### config.mk
export PLATFORM = sky130hd
export DESIGN_NAME = md5_rolling_key_stream_decrypt_core
export DESIGN_NICKNAME = d
export VERILOG_FILES = /design/src/md5kx_pkg.sv /design/src/md5_rolling_key_stream_decrypt_core.sv
export SDC_FILE = /design/constraint.sdc
export NUM_CORES = 1
export LEC_CHECK = 0
export ABC_AREA = 1
export BUFFER_PORTS_ARGS = -buffer_cell sky130_fd_sc_hd__buf_2
export CAP_MARGIN = 5
export CORE_MARGIN = 1.5
export CORE_UTILIZATION = 30
export DETAILED_ROUTE_END_ITERATION = 7
export HOLD_SLACK_MARGIN = 0.06
export SLEW_MARGIN = 20
export SYNTH_ARGS = -nofsm -noshare
export SYNTH_HDL_FRONTEND = slang
export SYNTH_SLANG_ARGS = --single-unit
### constraint.sdc
create_clock -name clk -period 18.3 [get_ports clk]
set_clock_uncertainty 0.05 [all_clocks]
set_input_delay 1.83 -clock clk [delete_from_list [all_inputs] [get_ports clk]]
set_output_delay 1.83 -clock clk [all_outputs]
set_load 0.02 [all_outputs]
### src/md5kx_pkg.sv
// Package for the MD5 keyed rolling-key stream decrypt core.
// Holds the MD5 round constants, shift amounts and register indexes; no dependencies.
package md5kx_pkg;

	// Standard MD5 chaining value initializers.
	localparam logic [31:0] MD5_A0 = 32'h67452301;
	localparam logic [31:0] MD5_B0 = 32'hefcdab89;
	localparam logic [31:0] MD5_C0 = 32'h98badcfe;
	localparam logic [31:0] MD5_D0 = 32'h10325476;

	// Configuration register indexes.
	localparam int unsigned CfgIdxW = 2;
	localparam logic [CfgIdxW-1:0] CFG_INITIAL_KEY    = 2'd0;
	localparam logic [CfgIdxW-1:0] CFG_MESSAGE_LENGTH = 2'd1;

	// Padding words of a single-block MD5 of a four-byte message.
	localparam logic [31:0] PAD_WORD   = 32'h00000080;
	localparam logic [31:0] LENGTH_BITS = 32'd32;

	typedef logic [5:0] round_t;

	// Per-round additive constant.
	function automatic logic [31:0] md5_k(input round_t i);
		logic [31:0] k;
		case (i)
			6'd0:  k = 32'hd76aa478; 6'd1:  k = 32'he8c7b756;
			6'd2:  k = 32'h242070db; 6'd3:  k = 32'hc1bdceee;
			6'd4:  k = 32'hf57c0faf; 6'd5:  k = 32'h4787c62a;
			6'd6:  k = 32'ha8304613; 6'd7:  k = 32'hfd469501;
			6'd8:  k = 32'h698098d8; 6'd9:  k = 32'h8b44f7af;
			6'd10: k = 32'hffff5bb1; 6'd11: k = 32'h895cd7be;
			6'd12: k = 32'h6b901122; 6'd13: k = 32'hfd987193;
			6'd14: k = 32'ha679438e; 6'd15: k = 32'h49b40821;
			6'd16: k = 32'hf61e2562; 6'd17: k = 32'hc040b340;
			6'd18: k = 32'h265e5a51; 6'd19: k = 32'he9b6c7aa;
			6'd20: k = 32'hd62f105d; 6'd21: k = 32'h02441453;
			6'd22: k = 32'hd8a1e681; 6'd23: k = 32'he7d3fbc8;
			6'd24: k = 32'h21e1cde6; 6'd25: k = 32'hc33707d6;
			6'd26: k = 32'hf4d50d87; 6'd27: k = 32'h455a14ed;
			6'd28: k = 32'ha9e3e905; 6'd29: k = 32'hfcefa3f8;
			6'd30: k = 32'h676f02d9; 6'd31: k = 32'h8d2a4c8a;
			6'd32: k = 32'hfffa3942; 6'd33: k = 32'h8771f681;
			6'd34: k = 32'h6d9d6122; 6'd35: k = 32'hfde5380c;
			6'd36: k = 32'ha4beea44; 6'd37: k = 32'h4bdecfa9;
			6'd38: k = 32'hf6bb4b60; 6'd39: k = 32'hbebfbc70;
			6'd40: k = 32'h289b7ec6; 6'd41: k = 32'heaa127fa;
			6'd42: k = 32'hd4ef3085; 6'd43: k = 32'h04881d05;
			6'd44: k = 32'hd9d4d039; 6'd45: k = 32'he6db99e5;
			6'd46: k = 32'h1fa27cf8; 6'd47: k = 32'hc4ac5665;
			6'd48: k = 32'hf4292244; 6'd49: k = 32'h432aff97;
			6'd50: k = 32'hab9423a7; 6'd51: k = 32'hfc93a039;
			6'd52: k = 32'h655b59c3; 6'd53: k = 32'h8f0ccc92;
			6'd54: k = 32'hffeff47d; 6'd55: k = 32'h85845dd1;
			6'd56: k = 32'h6fa87e4f; 6'd57: k = 32'hfe2ce6e0;
			6'd58: k = 32'ha3014314; 6'd59: k = 32'h4e0811a1;
			6'd60: k = 32'hf7537e82; 6'd61: k = 32'hbd3af235;
			6'd62: k = 32'h2ad7d2bb; 6'd63: k = 32'heb86d391;
			default: k = 32'h0;
		endcase
		return k;
	endfunction

	// Left-rotate amount, indexed by {quarter, round mod 4}.
	function automatic logic [4:0] md5_rot(input logic [3:0] sel);
		logic [4:0] r;
		case (sel)
			4'd0:  r = 5'd7;  4'd1:  r = 5'd12; 4'd2:  r = 5'd17; 4'd3:  r = 5'd22;
			4'd4:  r = 5'd5;  4'd5:  r = 5'd9;  4'd6:  r = 5'd14; 4'd7:  r = 5'd20;
			4'd8:  r = 5'd4;  4'd9:  r = 5'd11; 4'd10: r = 5'd16; 4'd11: r = 5'd23;
			4'd12: r = 5'd6;  4'd13: r = 5'd10; 4'd14: r = 5'd15; 4'd15: r = 5'd21;
			default: r = 5'd0;
		endcase
		return r;
	endfunction

endpackage

### src/md5_rolling_key_stream_decrypt_core.sv
// Top level of the MD5 keyed rolling-key stream decrypt core.
// Depends on md5kx_pkg for the round constants and register indexes.

// Each accepted transaction XORs the ciphertext word with the current rolling
// key and places the plaintext word and its valid byte count in the output
// register at once. The key then advances through one MD5 compression that a
// single shared round unit performs one round per clock, so the input is
// busy until the last round is done and a new word can be taken only then,
// provided the previous result has been taken or is taken in the same
// cycle. A start marker reloads the key and byte count from the registers,
// and register writes affect only the next start marker.
module md5_rolling_key_stream_decrypt_core
	import md5kx_pkg::*;
(
	input  logic               clk,
	input  logic               arst_n,
	// Configuration write channel.
	input  logic               cfg_valid,
	output logic               cfg_ready,
	input  logic [CfgIdxW-1:0] cfg_index,
	input  logic [31:0]        cfg_data,
	// Input channel.
	input  logic               in_valid,
	output logic               in_ready,
	input  logic               start_message,
	input  logic [31:0]        cipher_word,
	// Output channel.
	output logic               out_valid,
	input  logic               out_ready,
	output logic [31:0]        plain_word,
	output logic [2:0]         valid_bytes
);

	localparam logic ST_IDLE = 1'b0;
	localparam logic ST_RUN  = 1'b1;

	logic        state_q;
	round_t      round_q;
	logic [31:0] initial_key_q;
	logic [31:0] message_length_q;
	logic [31:0] rolling_key_q;
	logic [31:0] bytes_left_q;
	logic [31:0] a_q, b_q, c_q, d_q;
	logic        out_valid_q;
	logic [31:0] plain_word_q;
	logic [2:0]  valid_bytes_q;

	logic        in_fire;
	logic        last_round;
	logic [31:0] key_eff;
	logic [31:0] left_eff;
	logic [2:0]  valid_eff;
	logic [31:0] f_val;
	logic [3:0]  g_idx;
	logic [31:0] m_val;
	logic [31:0] sum_val;
	logic [4:0]  rot_amt;
	logic [63:0] rot_wide;
	logic [31:0] b_next;

	assign cfg_ready = 1'b1;
	assign in_ready  = (state_q == ST_IDLE) && (!out_valid_q || out_ready);
	assign in_fire   = in_valid && in_ready;
	assign last_round = (round_q == round_t'(63));

	// Key and byte count seen by this word, after an optional reload.
	always_comb begin
		key_eff  = start_message ? initial_key_q : rolling_key_q;
		left_eff = start_message ? message_length_q : bytes_left_q;
		if (left_eff >= 32'd4) begin
			valid_eff = 3'd4;
		end else begin
			valid_eff = left_eff[2:0];
		end
	end

	// Round function and message word index for the current round.
	always_comb begin
		case (round_q[5:4])
			2'd0: begin
				f_val = (b_q & c_q) | (~b_q & d_q);
				g_idx = round_q[3:0];
			end
			2'd1: begin
				f_val = (d_q & b_q) | (~d_q & c_q);
				g_idx = 4'(round_q[3:0] * 4'd5 + 4'd1);
			end
			2'd2: begin
				f_val = b_q ^ c_q ^ d_q;
				g_idx = 4'(round_q[3:0] * 4'd3 + 4'd5);
			end
			default: begin
				f_val = c_q ^ (b_q | ~d_q);
				g_idx = 4'(round_q[3:0] * 4'd7);
			end
		endcase
	end

	// The padded block holds the key, the pad byte and the bit length.
	always_comb begin
		case (g_idx)
			4'd0:    m_val = rolling_key_q;
			4'd1:    m_val = PAD_WORD;
			4'd14:   m_val = LENGTH_BITS;
			default: m_val = 32'd0;
		endcase
	end

	// Shared round datapath: add chain, rotate, add.
	always_comb begin
		sum_val  = a_q + f_val + md5_k(round_q) + m_val;
		rot_amt  = md5_rot({round_q[5:4], round_q[1:0]});
		rot_wide = {sum_val, sum_val} << rot_amt;
		b_next   = b_q + rot_wide[63:32];
	end

	// Control, configuration and key state.
	always_ff @(posedge clk or negedge arst_n) begin
		if (!arst_n) begin
			state_q          <= ST_IDLE;
			round_q          <= '0;
			initial_key_q    <= '0;
			message_length_q <= '0;
			rolling_key_q    <= '0;
			bytes_left_q     <= '0;
			out_valid_q      <= 1'b0;
		end else begin
			if (cfg_valid && cfg_ready) begin
				if (cfg_index == CFG_INITIAL_KEY) begin
					initial_key_q <= cfg_data;
				end else if (cfg_index == CFG_MESSAGE_LENGTH) begin
					message_length_q <= cfg_data;
				end
			end
			if (in_fire) begin
				out_valid_q   <= 1'b1;
				rolling_key_q <= key_eff;
				bytes_left_q  <= left_eff - {29'd0, valid_eff};
				state_q       <= ST_RUN;
				round_q       <= '0;
			end else if (out_valid_q && out_ready) begin
				out_valid_q <= 1'b0;
			end
			if (state_q == ST_RUN) begin
				round_q <= round_q + round_t'(1);
				if (last_round) begin
					// Final D equals C before the last round.
					rolling_key_q <= rolling_key_q ^ (c_q + MD5_D0);
					state_q       <= ST_IDLE;
					round_q       <= '0;
				end
			end
		end
	end

	// Result payload and MD5 working registers.
	always_ff @(posedge clk) begin
		if (in_fire) begin
			plain_word_q  <= cipher_word ^ key_eff;
			valid_bytes_q <= valid_eff;
			a_q <= MD5_A0;
			b_q <= MD5_B0;
			c_q <= MD5_C0;
			d_q <= MD5_D0;
		end else if (state_q == ST_RUN) begin
			a_q <= d_q;
			b_q <= b_next;
			c_q <= b_q;
			d_q <= c_q;
		end
	end

	assign out_valid   = out_valid_q;
	assign plain_word  = plain_word_q;
	assign valid_bytes = valid_bytes_q;

	// An accepted transaction starts the compression and fills the output.
	a_accept_starts: assert property (@(posedge clk) disable iff (!arst_n)
		in_valid && in_ready |=> state_q == ST_RUN && out_valid)
		else $error("accepted transaction did not start the key update");

	// No new transaction while the round unit is busy.
	a_busy_blocks: assert property (@(posedge clk) disable iff (!arst_n)
		state_q == ST_RUN |-> !in_ready)
		else $error("input ready during key update");

	// The round counter rests at zero when idle.
	a_idle_round: assert property (@(posedge clk) disable iff (!arst_n)
		state_q == ST_IDLE |-> round_q == '0)
		else $error("round counter not cleared while idle");

	// The last round returns the block to idle.
	a_last_round: assert property (@(posedge clk) disable iff (!arst_n)
		state_q == ST_RUN && last_round |=> state_q == ST_IDLE)
		else $error("compression did not finish after the last round");

endmodule

==> run summary, run 1 <==
total track usage - 0.211
family with the most delay on the worst path - compound AO/OA/AOI/OAI gates
Crit Path Class - reg -> reg
ys async rst share - 0.455
outcome - completed
Seq/Total Area, Yosys - 0.276
1st-iter DRT viols - 2480
Max clock buf depth - 3
largest area contributor in the netlist - dfrtp_1
final setup violation count - 0
post-route setup TNS - 0 ns
RD Place Congestion - 0.985
GRT Residual Overflow - 0
endpoint type of the worst setup path - flop
FF/Latch Area - 7020 µm²
most frequent CP cell - nand2_1
crit-path max cell delay - 0.58 ns
post-synth top area share - 0.134
most frequent cell after synthesis - nand2_1
Post-CTS Setup Repair Bufs - 0
CTS buffer count - 36
Post-DP HPWL - 71.0 mm
commonest register cell after synthesis - dfrtp_1
Final Hold Viols - 0
Post-synth EDFFs - 35
Die Y-Extent - 294 µm
top post-synthesis cells by count - 755 x nand2_1, 541 x inv_1, 312 x nor2_1, 305 x o21ai_0, 304 x nand3_1
min-delay worst type - reg -> reg
Crit path buffers/inverters - 6
Crit path required time - 18.67 ns
post-route ant nets - 0
CP endpoint - b_q[25]$_SDFFE_PP1P_
Syn Area/Cell - 6.77 µm²
layout cells sized above 1 - 0.0753
antenna violations before repair - 0
fmax - 96.9 MHz
fillcell total - 9161
CTS sink cnt - 299
TritonCTS clock tree - yes
first-pass GRT wire length - 142 mm
Via density - 5.20
RSZ-0062 raised after global routing - false
Gate Count Post-Synth - 3759
maximum fanout along the worst path - 43
dpl ws - 8.25 ns
Die X-Extent - 294 µm
min cycle time layout - 10.32 ns
Post-Route WL - 93.4 mm
top cells by area, synth - dfrtp_1 13%, nand2_1 11%, dfxtp_1 10%
die area - 86500 µm²
Remaining DRCs - 0
maxcap violations - 0
IO Port Bufs - 108
Syn. warnings - 0
WP data arrival - 10.69 ns
Slew Viols, Final - 0
Tcrit/Tclk final - 0.564
synthesized cell area - 25400 µm²
area of the multi-input gates - 15600 µm²
Seq cells post-synth - 299
# diodes - 0
Initial Utilization - 0.303
count of different cell masters after synthesis - 66
CTS Root Cell - clkbuf_16
Max-Slew Margin vs Limit - 0.289
Critical path origin - round_q[2]$_DFFE_PN0P_
# IOs - 110
htree depth - 2
Core Region - 83800 µm²
nets - 3996
Layout area overhead - 10.4%
worst r2r dst - b_q[25]$_SDFFE_PP1P_
Worst R2R Path Depth - 46
routed vias - 25599
CTS Hold Buffers Added - 0
Worst R2R Setup Slack - 7.98 ns
PnR worst setup slack - 7.98 ns
WP depth - 46
cts repair resizes - 0
num rows - 106
FF-to-FF Start - round_q[2]$_DFFE_PN0P_
crit path launch type - flop
Least-Margin Pin Slew - 1.06 ns
vias in the first global route - 23801
pin count of the biggest net entering global routing - 90
DR WL/cell - 19.0 µm
Clk Latency, worst-skew pair - 0.56 ns
clk slew on worst S/H paths - 0.06 ns
DRT Pass-1 Iters - 6
Critical-path top delay cell - o21ai_0
area by class of cell:
cell class                      instances  share of cell area
Clock buffer                           52              0.0356
Tap cell                             1134              0.0505
Inverter                              568              0.0760
Multi-Input combinational cell       2713               0.556
Clock inverter                         13             0.00414
Timing Repair Buffer                  140              0.0281
Sequential cell                       299               0.250
per-stage QoR:
| step | area [µm²] | utilization | std cells | hold WS, ns |
|---|---|---|---|---|
| floorplan | 25400 | - | 3760 | 0.384 |
| global placement | 27000 | 0.322 | 4854 | 0.398 |
| CTS | 28100 | 0.335 | 4919 | 0.427 |
| global route | 28100 | 0.335 | 4919 | 0.456 |
| detailed placement | 27000 | 0.322 | 4854 | 0.409 |
| finish | 28100 | 0.335 | 4919 | 0.423 |
worst reg2reg max path, delay by kind of cell (launching register included):
kind / cells / cell delay [ns]
buf+inv: 6 / 1.73
fa+ha+maj: 6 / 2.49
simple gates: 18 / 1.89
flops: 1 / 0.32
compound gates: 16 / 3.70
placed cells by master (no fill, tap or decap), types with 85 or more instances in the layout:
cell type  instances
dfrtp_1          134
dfxtp_1          128
a21oi_1          277
xor2_1            85
nand2_1          753
ha_1              98
buf_2            106
inv_1            538
a22oi_1           92
o21ai_0          305
nand3_1          304
nor2_1           308
metal layers:
metal,up-vias,wire [µm],track usage
met4,0,3730,0.0855
met5,-,0,0
li1,12435,-,-
met3,177,6700,0.0257
met2,1043,41400,0.332
met1,11944,41600,0.292
worst min-delay path by stage:
stage	start	to	slack, ns	cells after the start
after floorplan	a_q[27]$_SDFFE_PP0P_	a_q[27]$_SDFFE_PP0P_	0.38	2
after global placement	a_q[28]$_SDFFE_PP0P_	a_q[28]$_SDFFE_PP0P_	0.40	2
after detailed placement	a_q[28]$_SDFFE_PP0P_	a_q[28]$_SDFFE_PP0P_	0.41	2
after CTS	a_q[28]$_SDFFE_PP0P_	a_q[28]$_SDFFE_PP0P_	0.43	2
after global routing	b_q[31]$_SDFFE_PP1P_	b_q[31]$_SDFFE_PP1P_	0.46	2
final	a_q[28]$_SDFFE_PP0P_	a_q[28]$_SDFFE_PP0P_	0.42	2
registers in the layout, summed over array words and instances (netlist names), 6 cells and up:
| name | flops |
|---|---|
| round_q | 6 |
| message_length_q | 32 |
| c_q | 32 |
| rolling_key_q | 32 |
| a_q | 32 |
| plain_word | 32 |
| initial_key_q | 32 |
| bytes_left_q | 32 |
| b_q | 32 |
| d_q | 32 |
cell families after synthesis:
| kind of cell | after synthesis | share of synthesized area |
|---|---|---|
| compound gates | 896 | 0.208 |
| xor+xnor | 143 | 0.0492 |
| fa+ha+maj | 166 | 0.102 |
| buf+inv | 748 | 0.113 |
| flops | 299 | 0.276 |
| mux | 13 | 0.00512 |
| other cells | 1 | 0.000147 |
| simple gates | 1493 | 0.247 |
Power of run 1 is not shown: default switching activity piles up to over one toggle a cycle in this logic, so the estimate is an artifact.
==> run 2: changes to the inputs <==
--- a/config.mk
+++ b/config.mk
@@ -5,7 +5,7 @@
 export SDC_FILE = /design/constraint.sdc
 export NUM_CORES = 1
 export LEC_CHECK = 0
-export ABC_AREA = 1
+export ABC_AREA = 0
 export BUFFER_PORTS_ARGS = -buffer_cell sky130_fd_sc_hd__buf_2
 export CAP_MARGIN = 5
 export CORE_MARGIN = 1.5
==> constraint.sdc (replaced) <==
create_clock -name clk -period 10.75 [get_ports clk]
set_clock_uncertainty 0.05 [all_clocks]
set_input_delay 1.075 -clock clk [delete_from_list [all_inputs] [get_ports clk]]
set_output_delay 1.075 -clock clk [all_outputs]
set_load 0.02 [all_outputs]
==> run 2 against run 1 <==
Setup slack worse by 7.3 ns. Area after synthesis increased by 0.73%. Register-to-register slack lost 7.3 ns. Critical path depth down 6. Critical endpoint is now b_q[30]$_SDFFE_PP1P_.
==> run summary, run 2 <==
outcome - completed
RSZ-0062 raised after global routing - false
antenna violations before repair - 1
largest area contributor in the netlist - dfrtp_1
Post-DP HPWL - 63.9 mm
# IOs - 110
Final Hold Viols - 0
pin count of the biggest net entering global routing - 108
num rows - 106
Finished Layout Cells - 4414
Clk Latency, worst-skew pair - 0.56 ns
Die X-Extent - 295 µm
first-pass GRT wire length - 131 mm
maximum fanout along the worst path - 16
worst r2r dst - b_q[30]$_SDFFE_PP1P_
layout cells sized above 1 - 0.114
Via density - 5.43
Worst R2R Path Depth - 40
Gate Count Post-Synth - 3253
DR WL/cell - 19.5 µm
Worst R2R Setup Slack - 0.68 ns
count of different cell masters after synthesis - 99
DRT Pass-1 Iters - 6
commonest cells after routing, fill and taps aside - 401 x nand2_1, 346 x o21ai_0, 315 x nor2_1, 273 x a21oi_1
crit-path max cell delay - 0.51 ns
clk slew on worst S/H paths - 0.06 ns
IO Port Bufs - 108
hold path start - a_q[31]$_SDFFE_PP0P_
hold depth - 2
endpoint type of the worst setup path - flop
most frequent cell after synthesis - nand2_1
htree depth - 2
Crit path required time - 11.10 ns
post-route ant nets - 0
Initial Utilization - 0.305
Die Y-Extent - 295 µm
CTS buffer count - 35
commonest register cell after synthesis - dfrtp_1
Post-Route WL - 85.9 mm
Remaining DRCs - 0
die area - 87200 µm²
Syn. warnings - 0
post-synth top area share - 0.133
Layout area overhead - 11.0%
# diodes - 0
post-route setup TNS - 0 ns
top cells by area, synth - dfrtp_1 13%, dfxtp_1 10%, o21ai_0 6.8%
Syn Area/Cell - 7.88 µm²
maxcap violations - 0
RD Place Congestion - 1.00
Max clock buf depth - 3
top post-synthesis cells by count - 402 x nand2_1, 348 x o21ai_0, 315 x nor2_1, 273 x a21oi_1, 171 x clkbuf_1
Slew Viols, Final - 0
most frequent CP cell - a21oi_1
Seq cells post-synth - 299
Critical-path top delay cell - fa_1
routed vias - 23984
Least-Margin Pin Slew - 0.974 ns
1st-iter DRT viols - 2453
final setup violation count - 0
Core Region - 84100 µm²
commonest non-fill, non-tap cell in the layout - nand2_1
Seq/Total Area, Yosys - 0.274
Tcrit/Tclk final - 0.937
synthesized cell area - 25600 µm²
GRT Residual Overflow - 0
ys async rst share - 0.455
WP data arrival - 10.42 ns
nets - 3493
Max-Slew Margin vs Limit - 0.350
CTS Hold Buffers Added - 0
placed cells - 4347
CTS Root Cell - clkbuf_16
min-delay worst type - reg -> reg
total track usage - 0.194
FF-to-FF Start - round_q[1]$_DFFE_PN0P_
fmax - 99.3 MHz
vias in the first global route - 21709
TritonCTS clock tree - yes
CTS sink cnt - 299
Hold WS - 0.431 ns
Crit Path Class - reg -> reg
sink of the worst hold path - a_q[31]$_SDFFE_PP0P_
Post-synth EDFFs - 35
min cycle time layout - 10.07 ns
crit path launch type - flop
## run 2: changes by cell type in the layout (fill, tap and decap cells not counted), moves of 34 or more
cell	change
xnor2_1	+83
mux2i_1	+76
mux2_2	+78
nor3_1	+34
nand2_1	-352
inv_1	-397
nand3_1	-275
a22oi_1	-78
nor2b_1	+46
buf_4	+51
o21ai_0	+41
## run 2: cell families after synthesis
logic type / share of synthesized area
other cells: 0.000146
xor+xnor: 0.0722
compound gates: 0.235
flops: 0.274
buf+inv: 0.0605
mux: 0.0752
fa+ha+maj: 0.101
simple gates: 0.182
## run 2: area by class of cell
class / instances / area [µm²]
Clock buffer: 55 / 1030
Clock inverter: 7 / 66.3
Tap cell: 1134 / 1420
Timing Repair Buffer: 194 / 1220
Fill cell: 8985 / 55600
Inverter: 144 / 547
Multi-Input combinational cell: 2581 / 17100
Sequential cell: 299 / 7030
## run 2: metal layers
layer | vias to the layer above | track usage | routed length, µm
met5 | - | 0 | 0
met4 | 0 | 0.0794 | 3660
met3 | 168 | 0.0397 | 6490
met2 | 938 | 0.294 | 38100
met1 | 11401 | 0.267 | 37700
li1 | 11477 | - | -
## run 2: timing repair
item	4_1_cts	5_1_grt
setup buffers	0	5
gates resized for setup	0	7
endpoints found under the setup margin	0	5
## run 2: worst max-delay path by stage
| stage | start | endpoint | cells past startpoint |
|---|---|---|---|
| after CTS | round_q[0]$_DFFE_PN0P_ | b_q[31]$_SDFFE_PP1P_ | 40 |
| after floorplan | round_q[2]$_DFFE_PN0P_ | b_q[31]$_SDFFE_PP1P_ | 46 |
| after detailed placement | round_q[0]$_DFFE_PN0P_ | b_q[31]$_SDFFE_PP1P_ | 40 |
| after global routing | round_q[0]$_DFFE_PN0P_ | b_q[31]$_SDFFE_PP1P_ | 44 |
| final | round_q[1]$_DFFE_PN0P_ | b_q[30]$_SDFFE_PP1P_ | 40 |
| after global placement | round_q[0]$_DFFE_PN0P_ | b_q[31]$_SDFFE_PP1P_ | 40 |
## run 2: critical path, delay by kind of cell, from the launching register on
kind / cells / cell delay (ns)
AOI/OAI and AO/OA: 15 / 3.07
adders and majority gates: 6 / 2.73
and+or+nand+nor: 9 / 1.45
muxes: 3 / 1.18
buffers and inverters: 5 / 0.62
DFF: 1 / 0.48
xor gates and xnor gates: 2 / 0.36
## run 2: through the flow
step                setup WS [ns]  area [µm²]  utilization
finish                      0.676       28400        0.338
global route               0.0198       28400        0.338
CTS                         0.517       28400        0.337
detailed placement          0.544       27300        0.324
global placement            0.787       27300        0.324
floorplan                  0.0962       25600            -
Power of run 2 is left out for the same reason.
